File: src/hdl/sstl_pkg.sv
// Shared types and constants for the sorted timer list.
`timescale 1ns / 1ps
package sstl_pkg;

   localparam int MODE_W     = 3;
   localparam int TIDX_W     = 5;
   localparam int QUEUE_W    = 4;
   localparam int VALUE_W    = 32;
   localparam int DEADLINE_W = 32;
   localparam int KIND_W     = 2;
   localparam int RUN_W      = 6;

   localparam logic [DEADLINE_W-1:0] DEADLINE_NEVER = 32'hffff_ffff;
   localparam logic [RUN_W-1:0]      RUN_MAX        = 6'd32;

   typedef enum logic [MODE_W-1:0] {
      MODE_TICK  = 3'd0,
      MODE_ALLOC = 3'd1,
      MODE_FREE  = 3'd2,
      MODE_BIND  = 3'd3,
      MODE_ARM   = 3'd4
   } mode_type;

   typedef enum logic [KIND_W-1:0] {
      KIND_ALLOC  = 2'd0,
      KIND_EXPIRY = 2'd1,
      KIND_ACK    = 2'd2
   } reply_type;

   typedef enum logic [2:0] {
      FL_NONE,
      FL_ALLOC,
      FL_FREE,
      FL_ARM,
      FL_DISARM
   } flag_op_type;

   typedef enum logic [2:0] {
      ST_IDLE,
      ST_EXEC,
      ST_ALLOC,
      ST_TICK,
      ST_WALK,
      ST_LINK,
      ST_RESP
   } state_type;

endpackage

File: src/hdl/sstl_if.sv
// Request and response channel interfaces for the sorted timer list.
`timescale 1ns / 1ps
interface sstl_req_if;
   logic        valid;
   logic        ready;
   logic [2:0]  mode;
   logic [4:0]  timer_index;
   logic [3:0]  queue_id;
   logic [31:0] event_value;
   logic [31:0] delay_ticks;

   modport source (output valid, mode, timer_index, queue_id, event_value, delay_ticks,
                   input ready);
   modport sink (input valid, mode, timer_index, queue_id, event_value, delay_ticks,
                 output ready);
endinterface

interface sstl_rsp_if;
   logic        valid;
   logic        ready;
   logic [1:0]  reply_kind;
   logic [4:0]  entry_index;
   logic        alloc_ok;
   logic [3:0]  dest_queue;
   logic [31:0] expiry_data;
   logic        last_of_run;

   modport source (output valid, reply_kind, entry_index, alloc_ok, dest_queue,
                   expiry_data, last_of_run, input ready);
   modport sink (input valid, reply_kind, entry_index, alloc_ok, dest_queue,
                 expiry_data, last_of_run, output ready);
endinterface

File: src/hdl/sorted_software_timer_list.sv
// Sorted timer list: timer table in two RAMs, list walker and response register.
// Free and bind: the response follows the request through EXEC and RESP; allocate: the
// response waits for the one-entry-per-cycle scan of the usage flags in ALLOC.
// Arm: at the head the response follows EXEC, else the walk passes one entry per cycle.
// Tick: one expiry per cycle from TICK unless the output stalls; one request at a time.
// Reset is synchronous: the list holds only the sentinel, all entries but entry 0 are free.
`timescale 1ns / 1ps
module sorted_software_timer_list #(
   parameter int NUM_TIMERS = 32
) (
   input logic         clock,
   input logic         reset,
   sstl_req_if.sink    req_ch,
   sstl_rsp_if.source  rsp_ch
);
   import sstl_pkg::*;

   localparam int IW = $clog2(NUM_TIMERS);
   localparam int MW = DEADLINE_W + IW;
   localparam int DW = QUEUE_W + VALUE_W;
   localparam logic [IW-1:0] LAST_IDX = IW'(NUM_TIMERS - 1);

   state_type state_ff, state_in;

   logic [DEADLINE_W-1:0] tick_ff, tick_in;
   logic [DEADLINE_W-1:0] earliest_ff, earliest_in;
   logic [IW-1:0]         head_ff, head_in;
   mode_type              mode_ff, mode_in;
   logic [IW-1:0]         idx_ff, idx_in;
   logic                  usable_ff, usable_in;
   logic [QUEUE_W-1:0]    queue_ff, queue_in;
   logic [VALUE_W-1:0]    value_ff, value_in;
   logic [DEADLINE_W-1:0] dl_ff, dl_in;
   logic [IW-1:0]         prev_ff, prev_in;
   logic [DEADLINE_W-1:0] prev_dl_ff, prev_dl_in;
   logic [IW-1:0]         cur_ff, cur_in;
   logic [IW-1:0]         scan_ff, scan_in;
   logic [RUN_W-1:0]      run_ff, run_in;
   logic                  pend_valid_ff, pend_valid_in;
   logic [IW-1:0]         pend_idx_ff, pend_idx_in;
   logic [QUEUE_W-1:0]    pend_queue_ff, pend_queue_in;
   logic [VALUE_W-1:0]    pend_value_ff, pend_value_in;
   reply_type             res_kind_ff, res_kind_in;
   logic [IW-1:0]         res_idx_ff, res_idx_in;
   logic                  res_ok_ff, res_ok_in;

   logic                  rsp_valid_ff, rsp_valid_in;
   reply_type             rsp_kind_ff, rsp_kind_in;
   logic [IW-1:0]         rsp_idx_ff, rsp_idx_in;
   logic                  rsp_ok_ff, rsp_ok_in;
   logic [QUEUE_W-1:0]    rsp_queue_ff, rsp_queue_in;
   logic [VALUE_W-1:0]    rsp_data_ff, rsp_data_in;
   logic                  rsp_last_ff, rsp_last_in;

   logic          meta_we, meta_re, data_we, data_re;
   logic [IW-1:0] meta_waddr, meta_raddr, data_waddr, data_raddr;
   logic [MW-1:0] meta_wdata, meta_rdata;
   logic [DW-1:0] data_wdata, data_rdata;

   flag_op_type   flag_op;
   logic [IW-1:0] flag_idx;
   logic          flag_busy, flag_armed;

   logic                  req_accept, out_free;
   logic [IW-1:0]         sel_idx;
   logic [DEADLINE_W-1:0] rd_dl;
   logic [IW-1:0]         rd_link;
   logic                  tick_skip, tick_due, tick_stall;
   logic                  walk_stop, arm_ok, arm_head, alloc_hit, alloc_end;

   sstl_ram #(.WIDTH(MW), .DEPTH(NUM_TIMERS)) u_meta_ram (
      .clock   (clock),
      .wr_en   (meta_we),
      .wr_addr (meta_waddr),
      .wr_data (meta_wdata),
      .rd_en   (meta_re),
      .rd_addr (meta_raddr),
      .rd_data (meta_rdata)
   );

   sstl_ram #(.WIDTH(DW), .DEPTH(NUM_TIMERS)) u_data_ram (
      .clock   (clock),
      .wr_en   (data_we),
      .wr_addr (data_waddr),
      .wr_data (data_wdata),
      .rd_en   (data_re),
      .rd_addr (data_raddr),
      .rd_data (data_rdata)
   );

   sstl_flags #(.NUM_TIMERS(NUM_TIMERS)) u_flags (
      .clock     (clock),
      .reset     (reset),
      .op        (flag_op),
      .op_idx    (flag_idx),
      .busy_idx  (scan_ff),
      .busy      (flag_busy),
      .armed_idx (idx_ff),
      .armed     (flag_armed)
   );

   assign req_ch.ready = (state_ff == ST_IDLE);
   assign req_accept   = req_ch.valid & req_ch.ready;
   assign out_free     = ~rsp_valid_ff | rsp_ch.ready;

   // The sentinel is never written, so its deadline is supplied here.
   assign sel_idx    = (state_ff == ST_TICK) ? head_ff : cur_ff;
   assign rd_dl      = (sel_idx == '0) ? DEADLINE_NEVER : meta_rdata[MW-1:IW];
   assign rd_link    = meta_rdata[IW-1:0];

   assign tick_skip  = (earliest_ff > tick_ff);
   assign tick_due   = (head_ff != '0) && (rd_dl <= tick_ff) && (run_ff < RUN_MAX);
   assign tick_stall = pend_valid_ff & ~out_free;
   assign walk_stop  = (cur_ff == '0) || (dl_ff <= rd_dl);
   assign arm_ok     = usable_ff & ~flag_armed;
   assign arm_head   = (dl_ff <= earliest_ff);
   assign alloc_hit  = ~flag_busy;
   assign alloc_end  = (scan_ff == LAST_IDX);

   always_comb begin
      state_in = state_ff;
      case (state_ff)
         ST_IDLE: begin
            if (req_accept) state_in = ST_EXEC;
         end
         ST_EXEC: begin
            case (mode_ff)
               MODE_TICK:  state_in = tick_skip ? ST_IDLE : ST_TICK;
               MODE_ALLOC: state_in = ST_ALLOC;
               MODE_ARM:   state_in = (arm_ok && !arm_head) ? ST_WALK : ST_RESP;
               default:    state_in = ST_RESP;
            endcase
         end
         ST_ALLOC: begin
            if (alloc_hit || alloc_end) state_in = ST_RESP;
         end
         ST_TICK: begin
            if (!tick_stall && !tick_due) state_in = ST_IDLE;
         end
         ST_WALK: begin
            if (walk_stop) state_in = ST_LINK;
         end
         ST_LINK: begin
            state_in = ST_RESP;
         end
         ST_RESP: begin
            if (out_free) state_in = ST_IDLE;
         end
         default: begin
            state_in = ST_IDLE;
         end
      endcase
   end

   always_comb begin
      tick_in       = tick_ff;
      earliest_in   = earliest_ff;
      head_in       = head_ff;
      mode_in       = mode_ff;
      idx_in        = idx_ff;
      usable_in     = usable_ff;
      queue_in      = queue_ff;
      value_in      = value_ff;
      dl_in         = dl_ff;
      prev_in       = prev_ff;
      prev_dl_in    = prev_dl_ff;
      cur_in        = cur_ff;
      scan_in       = scan_ff;
      run_in        = run_ff;
      pend_valid_in = pend_valid_ff;
      pend_idx_in   = pend_idx_ff;
      pend_queue_in = pend_queue_ff;
      pend_value_in = pend_value_ff;
      res_kind_in   = res_kind_ff;
      res_idx_in    = res_idx_ff;
      res_ok_in     = res_ok_ff;

      rsp_valid_in  = rsp_valid_ff & ~rsp_ch.ready;
      rsp_kind_in   = rsp_kind_ff;
      rsp_idx_in    = rsp_idx_ff;
      rsp_ok_in     = rsp_ok_ff;
      rsp_queue_in  = rsp_queue_ff;
      rsp_data_in   = rsp_data_ff;
      rsp_last_in   = rsp_last_ff;

      meta_we    = 1'b0;
      meta_waddr = idx_ff;
      meta_wdata = {dl_ff, cur_ff};
      meta_re    = 1'b0;
      meta_raddr = head_ff;
      data_we    = 1'b0;
      data_waddr = idx_ff;
      data_wdata = {queue_ff, value_ff};
      data_re    = 1'b0;
      data_raddr = head_ff;
      flag_op    = FL_NONE;
      flag_idx   = idx_ff;

      case (state_ff)
         ST_IDLE: begin
            if (req_accept) begin
               mode_in       = mode_type'(req_ch.mode);
               idx_in        = IW'(req_ch.timer_index);
               usable_in     = ({2'b00, req_ch.timer_index} < 7'(NUM_TIMERS)) &&
                               (req_ch.timer_index != '0);
               queue_in      = req_ch.queue_id;
               value_in      = req_ch.event_value;
               dl_in         = tick_ff + req_ch.delay_ticks;
               scan_in       = '0;
               run_in        = '0;
               pend_valid_in = 1'b0;
               res_kind_in   = KIND_ACK;
               res_idx_in    = '0;
               res_ok_in     = 1'b0;
               if (mode_type'(req_ch.mode) == MODE_TICK) tick_in = tick_ff + 32'd1;
            end
         end
         ST_EXEC: begin
            case (mode_ff)
               MODE_TICK: begin
                  if (!tick_skip) begin
                     meta_re = 1'b1;
                     data_re = 1'b1;
                  end
               end
               MODE_FREE: begin
                  if (arm_ok) flag_op = FL_FREE;
               end
               MODE_BIND: begin
                  if (usable_ff) data_we = 1'b1;
               end
               MODE_ARM: begin
                  if (arm_ok) begin
                     flag_op = FL_ARM;
                     if (arm_head) begin
                        meta_we     = 1'b1;
                        meta_wdata  = {dl_ff, head_ff};
                        head_in     = idx_ff;
                        earliest_in = dl_ff;
                     end else begin
                        prev_in    = head_ff;
                        prev_dl_in = earliest_ff;
                        cur_in     = head_ff;
                        meta_re    = 1'b1;
                     end
                  end
               end
               default: begin
               end
            endcase
         end
         ST_ALLOC: begin
            flag_idx = scan_ff;
            if (alloc_hit) begin
               flag_op     = FL_ALLOC;
               res_kind_in = KIND_ALLOC;
               res_idx_in  = scan_ff;
               res_ok_in   = 1'b1;
            end else if (alloc_end) begin
               res_kind_in = KIND_ALLOC;
            end else begin
               scan_in = scan_ff + IW'(1);
            end
         end
         ST_TICK: begin
            if (!tick_stall) begin
               if (pend_valid_ff) begin
                  rsp_valid_in = 1'b1;
                  rsp_kind_in  = KIND_EXPIRY;
                  rsp_idx_in   = pend_idx_ff;
                  rsp_ok_in    = 1'b0;
                  rsp_queue_in = pend_queue_ff;
                  rsp_data_in  = pend_value_ff;
                  rsp_last_in  = ~tick_due;
               end
               if (tick_due) begin
                  pend_valid_in = 1'b1;
                  pend_idx_in   = head_ff;
                  pend_queue_in = data_rdata[DW-1:VALUE_W];
                  pend_value_in = data_rdata[VALUE_W-1:0];
                  flag_op       = FL_DISARM;
                  flag_idx      = head_ff;
                  head_in       = rd_link;
                  run_in        = run_ff + RUN_W'(1);
                  meta_re       = 1'b1;
                  meta_raddr    = rd_link;
                  data_re       = 1'b1;
                  data_raddr    = rd_link;
               end else begin
                  pend_valid_in = 1'b0;
                  earliest_in   = rd_dl;
               end
            end
         end
         ST_WALK: begin
            if (walk_stop) begin
               meta_we    = 1'b1;
               meta_waddr = prev_ff;
               meta_wdata = {prev_dl_ff, idx_ff};
            end else begin
               prev_in    = cur_ff;
               prev_dl_in = rd_dl;
               cur_in     = rd_link;
               meta_re    = 1'b1;
               meta_raddr = rd_link;
            end
         end
         ST_LINK: begin
            meta_we = 1'b1;
         end
         ST_RESP: begin
            if (out_free) begin
               rsp_valid_in = 1'b1;
               rsp_kind_in  = res_kind_ff;
               rsp_idx_in   = res_idx_ff;
               rsp_ok_in    = res_ok_ff;
               rsp_queue_in = '0;
               rsp_data_in  = '0;
               rsp_last_in  = 1'b1;
            end
         end
         default: begin
         end
      endcase
   end

   always_ff @(posedge clock) begin
      if (reset) begin
         state_ff      <= ST_IDLE;
         tick_ff       <= '0;
         earliest_ff   <= DEADLINE_NEVER;
         head_ff       <= '0;
         pend_valid_ff <= 1'b0;
         rsp_valid_ff  <= 1'b0;
         run_ff        <= '0;
         scan_ff       <= '0;
         mode_ff       <= MODE_TICK;
      end else begin
         state_ff      <= state_in;
         tick_ff       <= tick_in;
         earliest_ff   <= earliest_in;
         head_ff       <= head_in;
         pend_valid_ff <= pend_valid_in;
         rsp_valid_ff  <= rsp_valid_in;
         run_ff        <= run_in;
         scan_ff       <= scan_in;
         mode_ff       <= mode_in;
      end
   end

   always_ff @(posedge clock) begin
      idx_ff        <= idx_in;
      usable_ff     <= usable_in;
      queue_ff      <= queue_in;
      value_ff      <= value_in;
      dl_ff         <= dl_in;
      prev_ff       <= prev_in;
      prev_dl_ff    <= prev_dl_in;
      cur_ff        <= cur_in;
      pend_idx_ff   <= pend_idx_in;
      pend_queue_ff <= pend_queue_in;
      pend_value_ff <= pend_value_in;
      res_kind_ff   <= res_kind_in;
      res_idx_ff    <= res_idx_in;
      res_ok_ff     <= res_ok_in;
      rsp_kind_ff   <= rsp_kind_in;
      rsp_idx_ff    <= rsp_idx_in;
      rsp_ok_ff     <= rsp_ok_in;
      rsp_queue_ff  <= rsp_queue_in;
      rsp_data_ff   <= rsp_data_in;
      rsp_last_ff   <= rsp_last_in;
   end

   assign rsp_ch.valid       = rsp_valid_ff;
   assign rsp_ch.reply_kind  = rsp_kind_ff;
   assign rsp_ch.entry_index = TIDX_W'(rsp_idx_ff);
   assign rsp_ch.alloc_ok    = rsp_ok_ff;
   assign rsp_ch.dest_queue  = rsp_queue_ff;
   assign rsp_ch.expiry_data = rsp_data_ff;
   assign rsp_ch.last_of_run = rsp_last_ff;

   // The sentinel entry is never written.
   assert property (@(posedge clock) disable iff (reset) meta_we |-> meta_waddr != '0)
      else $error("sentinel entry written");

   // An empty list always reports no pending deadline.
   assert property (@(posedge clock) disable iff (reset)
      (state_ff == ST_IDLE && head_ff == '0) |-> earliest_ff == DEADLINE_NEVER)
      else $error("empty list with a pending deadline");

   // A tick never emits more than the run limit.
   assert property (@(posedge clock) disable iff (reset)
      state_ff == ST_TICK |-> run_ff <= RUN_MAX)
      else $error("expiry run too long");

   // No expiry is held back once the request has finished.
   assert property (@(posedge clock) disable iff (reset)
      (state_ff == ST_IDLE || state_ff == ST_RESP) |-> !pend_valid_ff)
      else $error("expiry left pending");
endmodule

File: src/hdl/sstl_ram.sv
// Generic simple dual-port RAM with registered read data.
`timescale 1ns / 1ps
module sstl_ram #(
   parameter int WIDTH = 8,
   parameter int DEPTH = 32
) (
   input  logic                     clock,
   input  logic                     wr_en,
   input  logic [$clog2(DEPTH)-1:0] wr_addr,
   input  logic [WIDTH-1:0]         wr_data,
   input  logic                     rd_en,
   input  logic [$clog2(DEPTH)-1:0] rd_addr,
   output logic [WIDTH-1:0]         rd_data
);
   logic [WIDTH-1:0] mem_ff [DEPTH];
   logic [WIDTH-1:0] rd_data_ff;

   always_ff @(posedge clock) begin
      if (wr_en) begin
         mem_ff[wr_addr] <= wr_data;
      end
      if (rd_en) begin
         rd_data_ff <= mem_ff[rd_addr];
      end
   end

   assign rd_data = rd_data_ff;
endmodule

File: src/hdl/sstl_flags.sv
// Per-entry usage and armed flags of the timer table.
`timescale 1ns / 1ps
module sstl_flags #(
   parameter int NUM_TIMERS = 32
) (
   input  logic                          clock,
   input  logic                          reset,
   input  sstl_pkg::flag_op_type         op,
   input  logic [$clog2(NUM_TIMERS)-1:0] op_idx,
   input  logic [$clog2(NUM_TIMERS)-1:0] busy_idx,
   output logic                          busy,
   input  logic [$clog2(NUM_TIMERS)-1:0] armed_idx,
   output logic                          armed
);
   import sstl_pkg::*;

   logic [NUM_TIMERS-1:0] busy_ff, busy_in;
   logic [NUM_TIMERS-1:0] armed_ff, armed_in;

   always_comb begin
      busy_in  = busy_ff;
      armed_in = armed_ff;
      case (op)
         FL_ALLOC: begin
            busy_in[op_idx] = 1'b1;
         end
         FL_FREE: begin
            busy_in[op_idx] = 1'b0;
         end
         FL_ARM: begin
            busy_in[op_idx]  = 1'b1;
            armed_in[op_idx] = 1'b1;
         end
         FL_DISARM: begin
            armed_in[op_idx] = 1'b0;
         end
         default: begin
         end
      endcase
   end

   always_ff @(posedge clock) begin
      if (reset) begin
         busy_ff  <= NUM_TIMERS'(1);
         armed_ff <= '0;
      end else begin
         busy_ff  <= busy_in;
         armed_ff <= armed_in;
      end
   end

   assign busy  = busy_ff[busy_idx];
   assign armed = armed_ff[armed_idx];
endmodule

File: src/flat_wrapper.sv
// flat-port wrapper written by rule: the top's interface ports become plain ports
module sorted_software_timer_list_flat import sstl_pkg::*;
#(
   parameter int NUM_TIMERS = 32
)
  (clock, reset, req_ch_valid, req_ch_mode, req_ch_timer_index, req_ch_queue_id, req_ch_event_value, req_ch_delay_ticks, req_ch_ready, rsp_ch_valid, rsp_ch_reply_kind, rsp_ch_entry_index, rsp_ch_alloc_ok, rsp_ch_dest_queue, rsp_ch_expiry_data, rsp_ch_last_of_run, rsp_ch_ready);
  sstl_req_if req_ch_i ();
  sstl_rsp_if rsp_ch_i ();
  input logic clock;
  input logic reset;
  input wire logic [$bits(req_ch_i.valid)-1:0] req_ch_valid;
  input wire logic [$bits(req_ch_i.mode)-1:0] req_ch_mode;
  input wire logic [$bits(req_ch_i.timer_index)-1:0] req_ch_timer_index;
  input wire logic [$bits(req_ch_i.queue_id)-1:0] req_ch_queue_id;
  input wire logic [$bits(req_ch_i.event_value)-1:0] req_ch_event_value;
  input wire logic [$bits(req_ch_i.delay_ticks)-1:0] req_ch_delay_ticks;
  output wire logic [$bits(req_ch_i.ready)-1:0] req_ch_ready;
  output wire logic [$bits(rsp_ch_i.valid)-1:0] rsp_ch_valid;
  output wire logic [$bits(rsp_ch_i.reply_kind)-1:0] rsp_ch_reply_kind;
  output wire logic [$bits(rsp_ch_i.entry_index)-1:0] rsp_ch_entry_index;
  output wire logic [$bits(rsp_ch_i.alloc_ok)-1:0] rsp_ch_alloc_ok;
  output wire logic [$bits(rsp_ch_i.dest_queue)-1:0] rsp_ch_dest_queue;
  output wire logic [$bits(rsp_ch_i.expiry_data)-1:0] rsp_ch_expiry_data;
  output wire logic [$bits(rsp_ch_i.last_of_run)-1:0] rsp_ch_last_of_run;
  input wire logic [$bits(rsp_ch_i.ready)-1:0] rsp_ch_ready;
  assign req_ch_i.valid = req_ch_valid;
  assign req_ch_i.mode = req_ch_mode;
  assign req_ch_i.timer_index = req_ch_timer_index;
  assign req_ch_i.queue_id = req_ch_queue_id;
  assign req_ch_i.event_value = req_ch_event_value;
  assign req_ch_i.delay_ticks = req_ch_delay_ticks;
  assign req_ch_ready = req_ch_i.ready;
  assign rsp_ch_valid = rsp_ch_i.valid;
  assign rsp_ch_reply_kind = rsp_ch_i.reply_kind;
  assign rsp_ch_entry_index = rsp_ch_i.entry_index;
  assign rsp_ch_alloc_ok = rsp_ch_i.alloc_ok;
  assign rsp_ch_dest_queue = rsp_ch_i.dest_queue;
  assign rsp_ch_expiry_data = rsp_ch_i.expiry_data;
  assign rsp_ch_last_of_run = rsp_ch_i.last_of_run;
  assign rsp_ch_i.ready = rsp_ch_ready;
  sorted_software_timer_list #(.NUM_TIMERS(NUM_TIMERS)) u_core (.clock(clock), .reset(reset), .req_ch(req_ch_i), .rsp_ch(rsp_ch_i));
endmodule
File: config.mk
export PLATFORM = sky130hd
export DESIGN_NAME = sorted_software_timer_list_flat
export DESIGN_NICKNAME = d
export VERILOG_FILES = /design/src/hdl/sstl_pkg.sv /design/src/hdl/sstl_if.sv /design/src/hdl/sorted_software_timer_list.sv /design/src/hdl/sstl_ram.sv /design/src/hdl/sstl_flags.sv /design/src/flat_wrapper.sv
export SDC_FILE = /design/constraint.sdc
export NUM_CORES = 2
export LEC_CHECK = 0
export ABC_CLOCK_PERIOD_IN_PS = 15360
export BUFFER_PORTS_ARGS = -buffer_cell sky130_fd_sc_hd__buf_2
export CAP_MARGIN = 20
export CORE_UTILIZATION = 33
export DETAILED_ROUTE_END_ITERATION = 16
export GPL_TIMING_DRIVEN = 0
export SETUP_SLACK_MARGIN = 0.4
export SKIP_LAST_GASP = 1
export SYNTH_ARGS = -nofsm -noshare
export SYNTH_HDL_FRONTEND = slang
export SYNTH_HIERARCHICAL = 1
export SYNTH_SLANG_ARGS = --single-unit
File: constraint.sdc
create_clock -name clock -period 15.36 [get_ports clock]
set_input_delay 3.072 -clock clock [delete_from_list [all_inputs] [get_ports clock]]
set_output_delay 3.072 -clock clock [all_outputs]
set_load 0.01 [all_outputs]
; Word-level counts from Yosys, hierarchy flattened
; Memories as Yosys holds them, arrays and structs flattened. A register that Yosys moved wholly into a read port is not among the register bits.
; Cells that the tools add are included.
[totals]
n_memories = 2
word_cells = 266
inputBits = 80
latchBits = 0
register_bits = 362
romBits = 0
ram_bits = 2336
[classes]
eq_ne = 33
n_div = 0
multipliers = 0
n_lt_le_gt_ge = 9
add_sub_neg = 4
n_bitwise = 17
mux = 132
n_reduce_logical = 38
shift = 0
[mem_list]
columns = memory, depth, width, read_ports, rd_ports_with_merged_regs, wr, line_no
row1 = u_core.u_meta_ram.mem_ff, 32, 37, 1, 1, 1, sstl_ram.sv:15  ; logic [WIDTH-1:0] mem_ff [DEPTH];
row2 = u_core.u_data_ram.mem_ff, 32, 36, 1, 1, 1, sstl_ram.sv:15
[op_table]
columns = operator, count
row1 = 32-bit 2-to-1 mux, 13
row2 = 32-bit one-hot mux with 2 select lines, 5
row3 = 5-bit 2-to-1 mux, 27
row4 = 32-bit <= comparator, 3
row5 = 5-bit one-hot mux with 2 select lines, 8
row6 = 37-bit one-hot mux with 2 select lines, 1
row7 = 32-bit AND, 2
row8 = 32-bit bitwise OR, 2
row9 = 37-bit 2-to-1 mux, 1
row10 = 1-bit 2-to-1 mux, 34
row11 = 32-bit by 1-bit adder with 32-bit output (second input constant), 1
row12 = 32-bit adder, 1
row13 = 32-bit greater-than comparator, 1
row14 = 32-bit inverter, 1
row15 = 3-bit 2-to-1 mux, 7
row16 = 3-bit one-hot mux with 7 select lines, 1
row17 = 2-bit 2-to-1 mux, 10
row18 = 3-bit by 2-bit == test with 1-bit output (second input constant), 6
row19 = 5-bit by 6-bit less-than comparator with 1-bit output (second input constant), 3
row20 = 6-bit 2-to-1 mux, 3
row21 = 2-bit by 1-bit inequality test with 1-bit output (second input constant), 9
row22 = 3-bit one-hot mux with 3 select lines, 2
row23 = 2-bit inequality test (second input constant), 8
row24 = 4-bit AND reduction, 4
row25 = 32 further kinds, 80

; Depth between registers and ports, before layout
[logic_depth]
word_depth = 17
depth_mapped = 26
depth_no_buf = 20

; Modules after synthesis
; Netlist, hierarchy kept.
[modules_own_cells]
columns = mod, cells_each, n_inst, area_per_inst_um2, seq_area_each_um2
row1 = sstl_ram at u_core.u_meta_ram, 2605, 1, 47217.8, 36665.2
row2 = sstl_ram at u_core.u_data_ram, 2536, 1, 45960.3, 35674.2
row3 = sorted_software_timer_list, 1710, 1, 17411.7, 8037.7
row4 = sstl_flags, 430, 1, 3320.7, 1281.2

; Worst setup path before layout
; Ideal clock, no wire load.
[synth_timing]
path_type = reg-to-reg
from = reg u_core.cur_ff[1]
to = mem u_core/u_meta_ram/mem_ff[12][0] (netlist name), enable pin
arrival_ns = 6.128
synth_period_minus_slack_ns = 6.559
required_ns = 14.929
path_buffers = 5
path_slack_ns = 8.801
stages_incl_launch_ff = 21
cell_sequence = edfxtp_1 > or4_1 > nor3_1 > or2_2 > clkbuf_1 > buf_1 > nor2_1 > ha_1 > a2111oi_0 > o221ai_1 > o211ai_1 > o211ai_1 > a31oi_1 > a21oi_2 > nand2b_1 > buf_6 > buf_6 > mux2_4 > or3b_2 > clkbuf_1 > nor2_1
[synth_via]
elab_cells_between_ends = 12
cone_classes = 1 x order compare / 8 x mux / 3 x reduce/logical
[synth_lines]
columns = element, line_no
row1 = start: declaration, sorted_software_timer_list.sv:36  ; logic [IW-1:0] cur_ff, cur_in;
row2 = start signal: assignment, sorted_software_timer_list.sv:359  ; cur_ff <= cur_in;
row3 = 5-bit 2-to-1 mux, sorted_software_timer_list.sv:107  ; assign sel_idx = (state_ff == ST_TICK) ? head_ff : cur_ff;
row4 = 5-bit logical NOT, sorted_software_timer_list.sv:108  ; assign rd_dl = (sel_idx == '0) ? DEADLINE_NEVER : meta_rdata[MW-1:IW];
row5 = 32-bit 2-to-1 mux, sorted_software_timer_list.sv:108
row6 = 32-bit <= comparator, sorted_software_timer_list.sv:114  ; assign walk_stop = (cur_ff == '0) || (dl_ff <= rd_dl);
row7 = 1-bit logical OR *, sorted_software_timer_list.sv:114
row8 = 5-bit 2-to-1 mux *, sorted_software_timer_list.sv:296  ; if (walk_stop) begin
row9 = 5-bit 2-to-1 mux *, sorted_software_timer_list.sv:199  ; case (state_ff)
row10 = via u_core.meta_waddr[1], sorted_software_timer_list.sv:56  ; logic [IW-1:0] meta_waddr, meta_raddr, data_waddr, data_raddr;
row11 = end: declaration, sstl_ram.sv:15
; Mark *: on every way through the listed nets, which the timed path passes. The rest lies on a longest branch.

; Final worst setup path
[layout_timing]
from = reg u_core.cur_ff[1]
to = reg u_core.u_meta_ram.rd_data_ff[28] (netlist: u_core/u_meta_ram/rd_data[28]) (read register of u_core.u_meta_ram.mem_ff) (data pin)
[layout_via]
elab_chain_cells = 9
elab_cells_between_ends = 17
cone_classes = 2 x order compare / 10 x mux / 5 x reduce/logical
[layout_lines]
columns = element, line_no
row1 = 5-bit 2-to-1 mux, sorted_software_timer_list.sv:107
row2 = 5-bit logical NOT, sorted_software_timer_list.sv:108
row3 = 32-bit 2-to-1 mux, sorted_software_timer_list.sv:108
row4 = 32-bit <= comparator, sorted_software_timer_list.sv:112  ; assign tick_due = (head_ff != '0) && (rd_dl <= tick_ff) && (run_ff < RUN_MAX);
row5 = 1-bit logical AND (2 in a row), sorted_software_timer_list.sv:112
row6 = 5-bit 2-to-1 mux, sorted_software_timer_list.sv:276  ; if (tick_due) begin
row7 = 5-bit 2-to-1 mux, n/a
row8 = 5-bit one-hot mux with 2 select lines *, sorted_software_timer_list.sv:199
row9 = via u_core.meta_raddr[1], sorted_software_timer_list.sv:56
row10 = end: declaration, sstl_ram.sv:16  ; logic [WIDTH-1:0] rd_data_ff;
; Marked as above.
; A chain may end at the register's enable or synchronous reset.

==> impl_metrics.py <==
metrics = {
    "detailed_routing": {
        "vias": 65500,
        "drt_iter0_drc": 6383,
        "ant_nets": 0,
        "firstDrtPassIters": 6,
        "vias_per_cell": 5.20,
        "dr_wl_met3_um": 20800,
        "wl_per_cell_um": 25.0,
        "wirelength_um": 315000,
        "top_layer": "met5",
        "wl_met2_um": 151000,
        "drc_errors": 0,
        "wl_met1_um": 133000,
    },
    "grt": {
        "grt_start_max_net_pins": 40,
        "grt_first_pass_wirelength_um": 449000,
        "grt_usage": 0.176,
        "antenna_found_initial": 22,
        "grt_pass1_vias": 65100,
        "overflow": 0,
    },
    "setup_path": {
        "crit_chain": "or4_1 > nor3_1 > or2_2 > clkbuf_1 > buf_1 > nor2_1 > inv_1 > ha_1 > nand3_1 > nor4_1 > and4_1 > or4b_1 > o32ai_2 > o21ai_2 > inv_2 > a21o_1 > mux2_2 > nor2_1 > buf_2 > buf_2 > buf_2 > nand2_1 > a31oi_1 > nand3_1",
        "path_buf_inv": 7,
        "rr_worst_depth": 24,
        "crit_top_cell": "buf_2",
        "r2r_end": "u_core/u_meta_ram/rd_data[28]",
        "r2r_slack_ps": 5970,
        "critPathRequiredTime_ps": 15870,
        "timing.rr.start": "u_core/cur_ff[1]",
        "cp_slowest_cell": "nor4_1",
        "critPathMaxStageDelay_ps": 850,
        "crit_path_end_kind": "flop",
        "arrival_ps": 9900,
        "crit_fanout": 10,
        "crit_type": "reg2reg",
        "start_kind": "flop",
        "cp_top_family": "simple AND/OR/NAND/NOR gates",
    },
    "yosys": {
        "yosys_register_bits": 2770,
        "ys_warn_count": 6,
        "ys.flop_type": "edfxtp_1",
        "synth.distinct_cells": 86,
        "ys_seq_area_frac": 0.717,
        "netlist_instances": 7281,
        "syn_nets": 7523,
        "avgSynthCellArea_um2": 15.6,
        "synth-async-reset-ratio": 0,
        "synth_edf_count": 2618,
        "syn_area_um2": 114000,
    },
    "sta": {
        "maxSlewHeadroom": 0.231,
        "skew_ps": 70.9,
        "fmax_mhz": 107,
        "timing.final.crit_share": 0.611,
        "tns_ps": 0,
        "min_period_ps": 9390,
        "fin_ws_ps": 5970,
        "slew_violations": 0,
        "worst_pin_slew_ps": 1150,
        "hold_violations": 0,
        "setup_viol": 0,
        "rsz0062_at_grt": "false",
    },
    "floorplan": {
        "floorplan.io_pins": 127,
        "die_h_um": 590,
        "dieArea_um2": 348000,
        "initial_utilization": 0.332,
        "fp.dieW_um": 590,
        "core-area_um2": 343000,
        "rows": 215,
    },
    "cells_and_area": {
        "multi_input_area_um2": 29900,
        "area_delta_synth_final_pct": 16.0,
        "finalNetCount": 8044,
        "regArea_um2": 81700,
        "num-fill-cells": 31600,
        "layout-drive-gt1-share": 0.124,
    },
    "power_and_ir_drop": {
        "leakagePower_uw": 0.0416,
        "ir_worst_vdd_mv": 0.0846,
        "p_per_area_nw_per_um2": 156,
    },
    "clock_tree": {
        "cts.sinks": 2770,
        "cts_setup_buffers": 0,
        "clk_pin_slew_ps": 60,
        "cts.htree.levels": 5,
        "cts_root_buf": "clkbuf_16",
        "cts_tree": "done",
        "cts_resized": 0,
        "clock_path_buffers": 4,
        "numCtsBuffers": 295,
        "clkLatencyLatePin_ps": 910,
        "cts_hold_buf": 0,
    },
    "hold_path": {
        "min_to": "u_core/pend_value_ff[17]",
        "worstHoldPathCells": 0,
        "worstHoldStart": "u_core/u_data_ram/rd_data[17]",
        "hold_path_class": "reg2reg",
    },
    "place": {
        "gp_congestion": 0.924,
        "portBuffers": 125,
        "post-place-ws_ps": 6110,
        "dp_hpwl_um": 223000,
    },
    "run": {
        "cap_violations": 0,
    },
    "outcome": {
        "status": "finished clean",
    },
}
==> layout make-up <==
type | instances | share of cell area
sequential | 2770 | 0.618
multi-input combinational | 3980 | 0.226
clock buffer | 379 | 0.0598
tap | 4557 | 0.0432
timing repair buffer | 224 | 0.0210
buffer | 395 | 0.0181
clock inverter | 142 | 0.00928
inverter | 136 | 0.00386
antenna | 15 | 0.000284
==> per-stage QoR <==
stage                     instance area (µm²)  power (µW)  instances  hold WS, ps   util
after floorplan                        114000       11900       7281          400      -
after global placement                 120000       13700      12000          404  0.350
after detailed placement               122000       13900      12000          405  0.357
after CTS                              132000       20700      12600          385  0.383
after global routing                   132000       21300      12600          414  0.385
final                                  132000       20600      12600          388  0.385
==> where the power goes <==
group          switching (µW)  internal (µW)  total (µW)
Clock                    2890           3920        6810
Sequential                262           9050        9310
Combinational            3130           1400        4530
==> cell usage in the layout, fill, tap and decap left out, drive strengths merged, types with 10 or more instances in the layout <==
cell,netlist,routed
nor3,134,134
o21a,17,17
nand4,29,29
diode,0,15
nand3b,16,16
nand2,427,427
a31oi,83,83
inv,136,151
ha,161,161
dfxtp,152,152
nor2b,17,17
bufinv,0,17
and2,55,55
a311o,34,34
a21o,48,48
xnor2,52,52
o21ai,106,106
edfxtp,2618,2618
o211ai,13,13
buf,241,465
mux2,42,42
or2,11,11
nor2,307,307
clkbuf,154,533
a21oi,354,354
clkinv,0,102
nand2b,25,25
a22oi,241,241
a22o,146,146
nor4,10,10
nand3,264,264
a211oi,58,58
and3,10,10
mux2i,1208,1208
==> synthesized netlist by cell type, types with 34 or more instances <==
master,number,area (µm²)
inv_1,134,503
a22oi_1,241,1810
a21oi_1,342,1710
o21ai_0,105,526
nand3_1,264,1320
a22o_1,146,1280
a311o_1,34,340
ha_1,161,2010
a211oi_1,58,435
a21o_1,48,360
and2_1,54,338
clkbuf_1,150,563
a31oi_1,83,519
nor3_1,132,661
nor2_1,305,1140
xnor2_1,52,455
mux2i_1,1208,12100
nand2_1,427,1600
edfxtp_1,2618,78600
buf_6,60,676
buf_4,44,330
dfxtp_1,152,3040
buf_2,100,500
mux2_4,35,526
==> worst reg2reg max path: cells and delay by family, from the launching register on <==
| family | cells | cell delay, ps |
|---|---|---|
| mux | 1 | 500 |
| flops | 1 | 380 |
| buf+inv | 7 | 2270 |
| fa+ha+maj | 1 | 150 |
| simple gates | 11 | 4410 |
| compound gates | 4 | 1330 |
==> logic make-up (layout without fill, tap and decap cells) <==
group | Yosys count | in the layout | share of synthesized area
flip-flops | 2770 | 2770 | 0.717
AND/OR/NAND/NOR | 1346 | 1346 | 0.0547
multiplexers | 1250 | 1250 | 0.111
AO/OA/AOI/OAI | 1160 | 1160 | 0.0689
buffers and inverters | 531 | 1276 | 0.0254
adder cells (fa/ha/maj) | 163 | 163 | 0.0180
XOR/XNOR | 61 | 61 | 0.00469
other | 0 | 15 | 0
==> state kept, by name (all words and copies together), names as in the netlist, 6 cells and up, named ones only <==
name,count
u_core/tick_ff,32
u_core/run_ff,6
u_core/value_ff,32
u_core/u_meta_ram/rd_data,37
u_core/u_meta_ram/mem_ff,1184
u_core/u_data_ram/rd_data,36
u_core/prev_dl_ff,32
u_core/earliest_ff,32
u_core/u_data_ram/mem_ff,1152
u_core/rsp_ch.expiry_data,32
u_core/pend_value_ff,32
u_core/dl_ff,32
==> how the worst max path moves through the flow <==
stage / from / end / slack (ps) / depth (start not counted)
final: u_core/cur_ff[1] / u_core/u_meta_ram/rd_data[28] / 5970 / 24
after global routing: u_core/cur_ff[0] / u_core/u_meta_ram/rd_data[19] / 5800 / 24
after CTS: u_core/cur_ff[1] / u_core/u_meta_ram/rd_data[19] / 6080 / 24
after detailed placement: u_core/cur_ff[1] / u_core/u_meta_ram/rd_data[28] / 6110 / 24
after global placement: u_core/cur_ff[1] / u_core/u_meta_ram/mem_ff[4][18] / 4760 / 20
after floorplan: u_core/cur_ff[1] / u_core/u_meta_ram/mem_ff[12][0] / 8800 / 20
==> layer usage <==
metal / up-vias / GRT usage
li1: 29300 / -
met1: 33400 / 0.232
met2: 2239 / 0.294
met3: 476 / 0.0286
met4: 6 / 0.0590
met5: - / 0
Note: power is estimated with default switching activity, not from simulation.
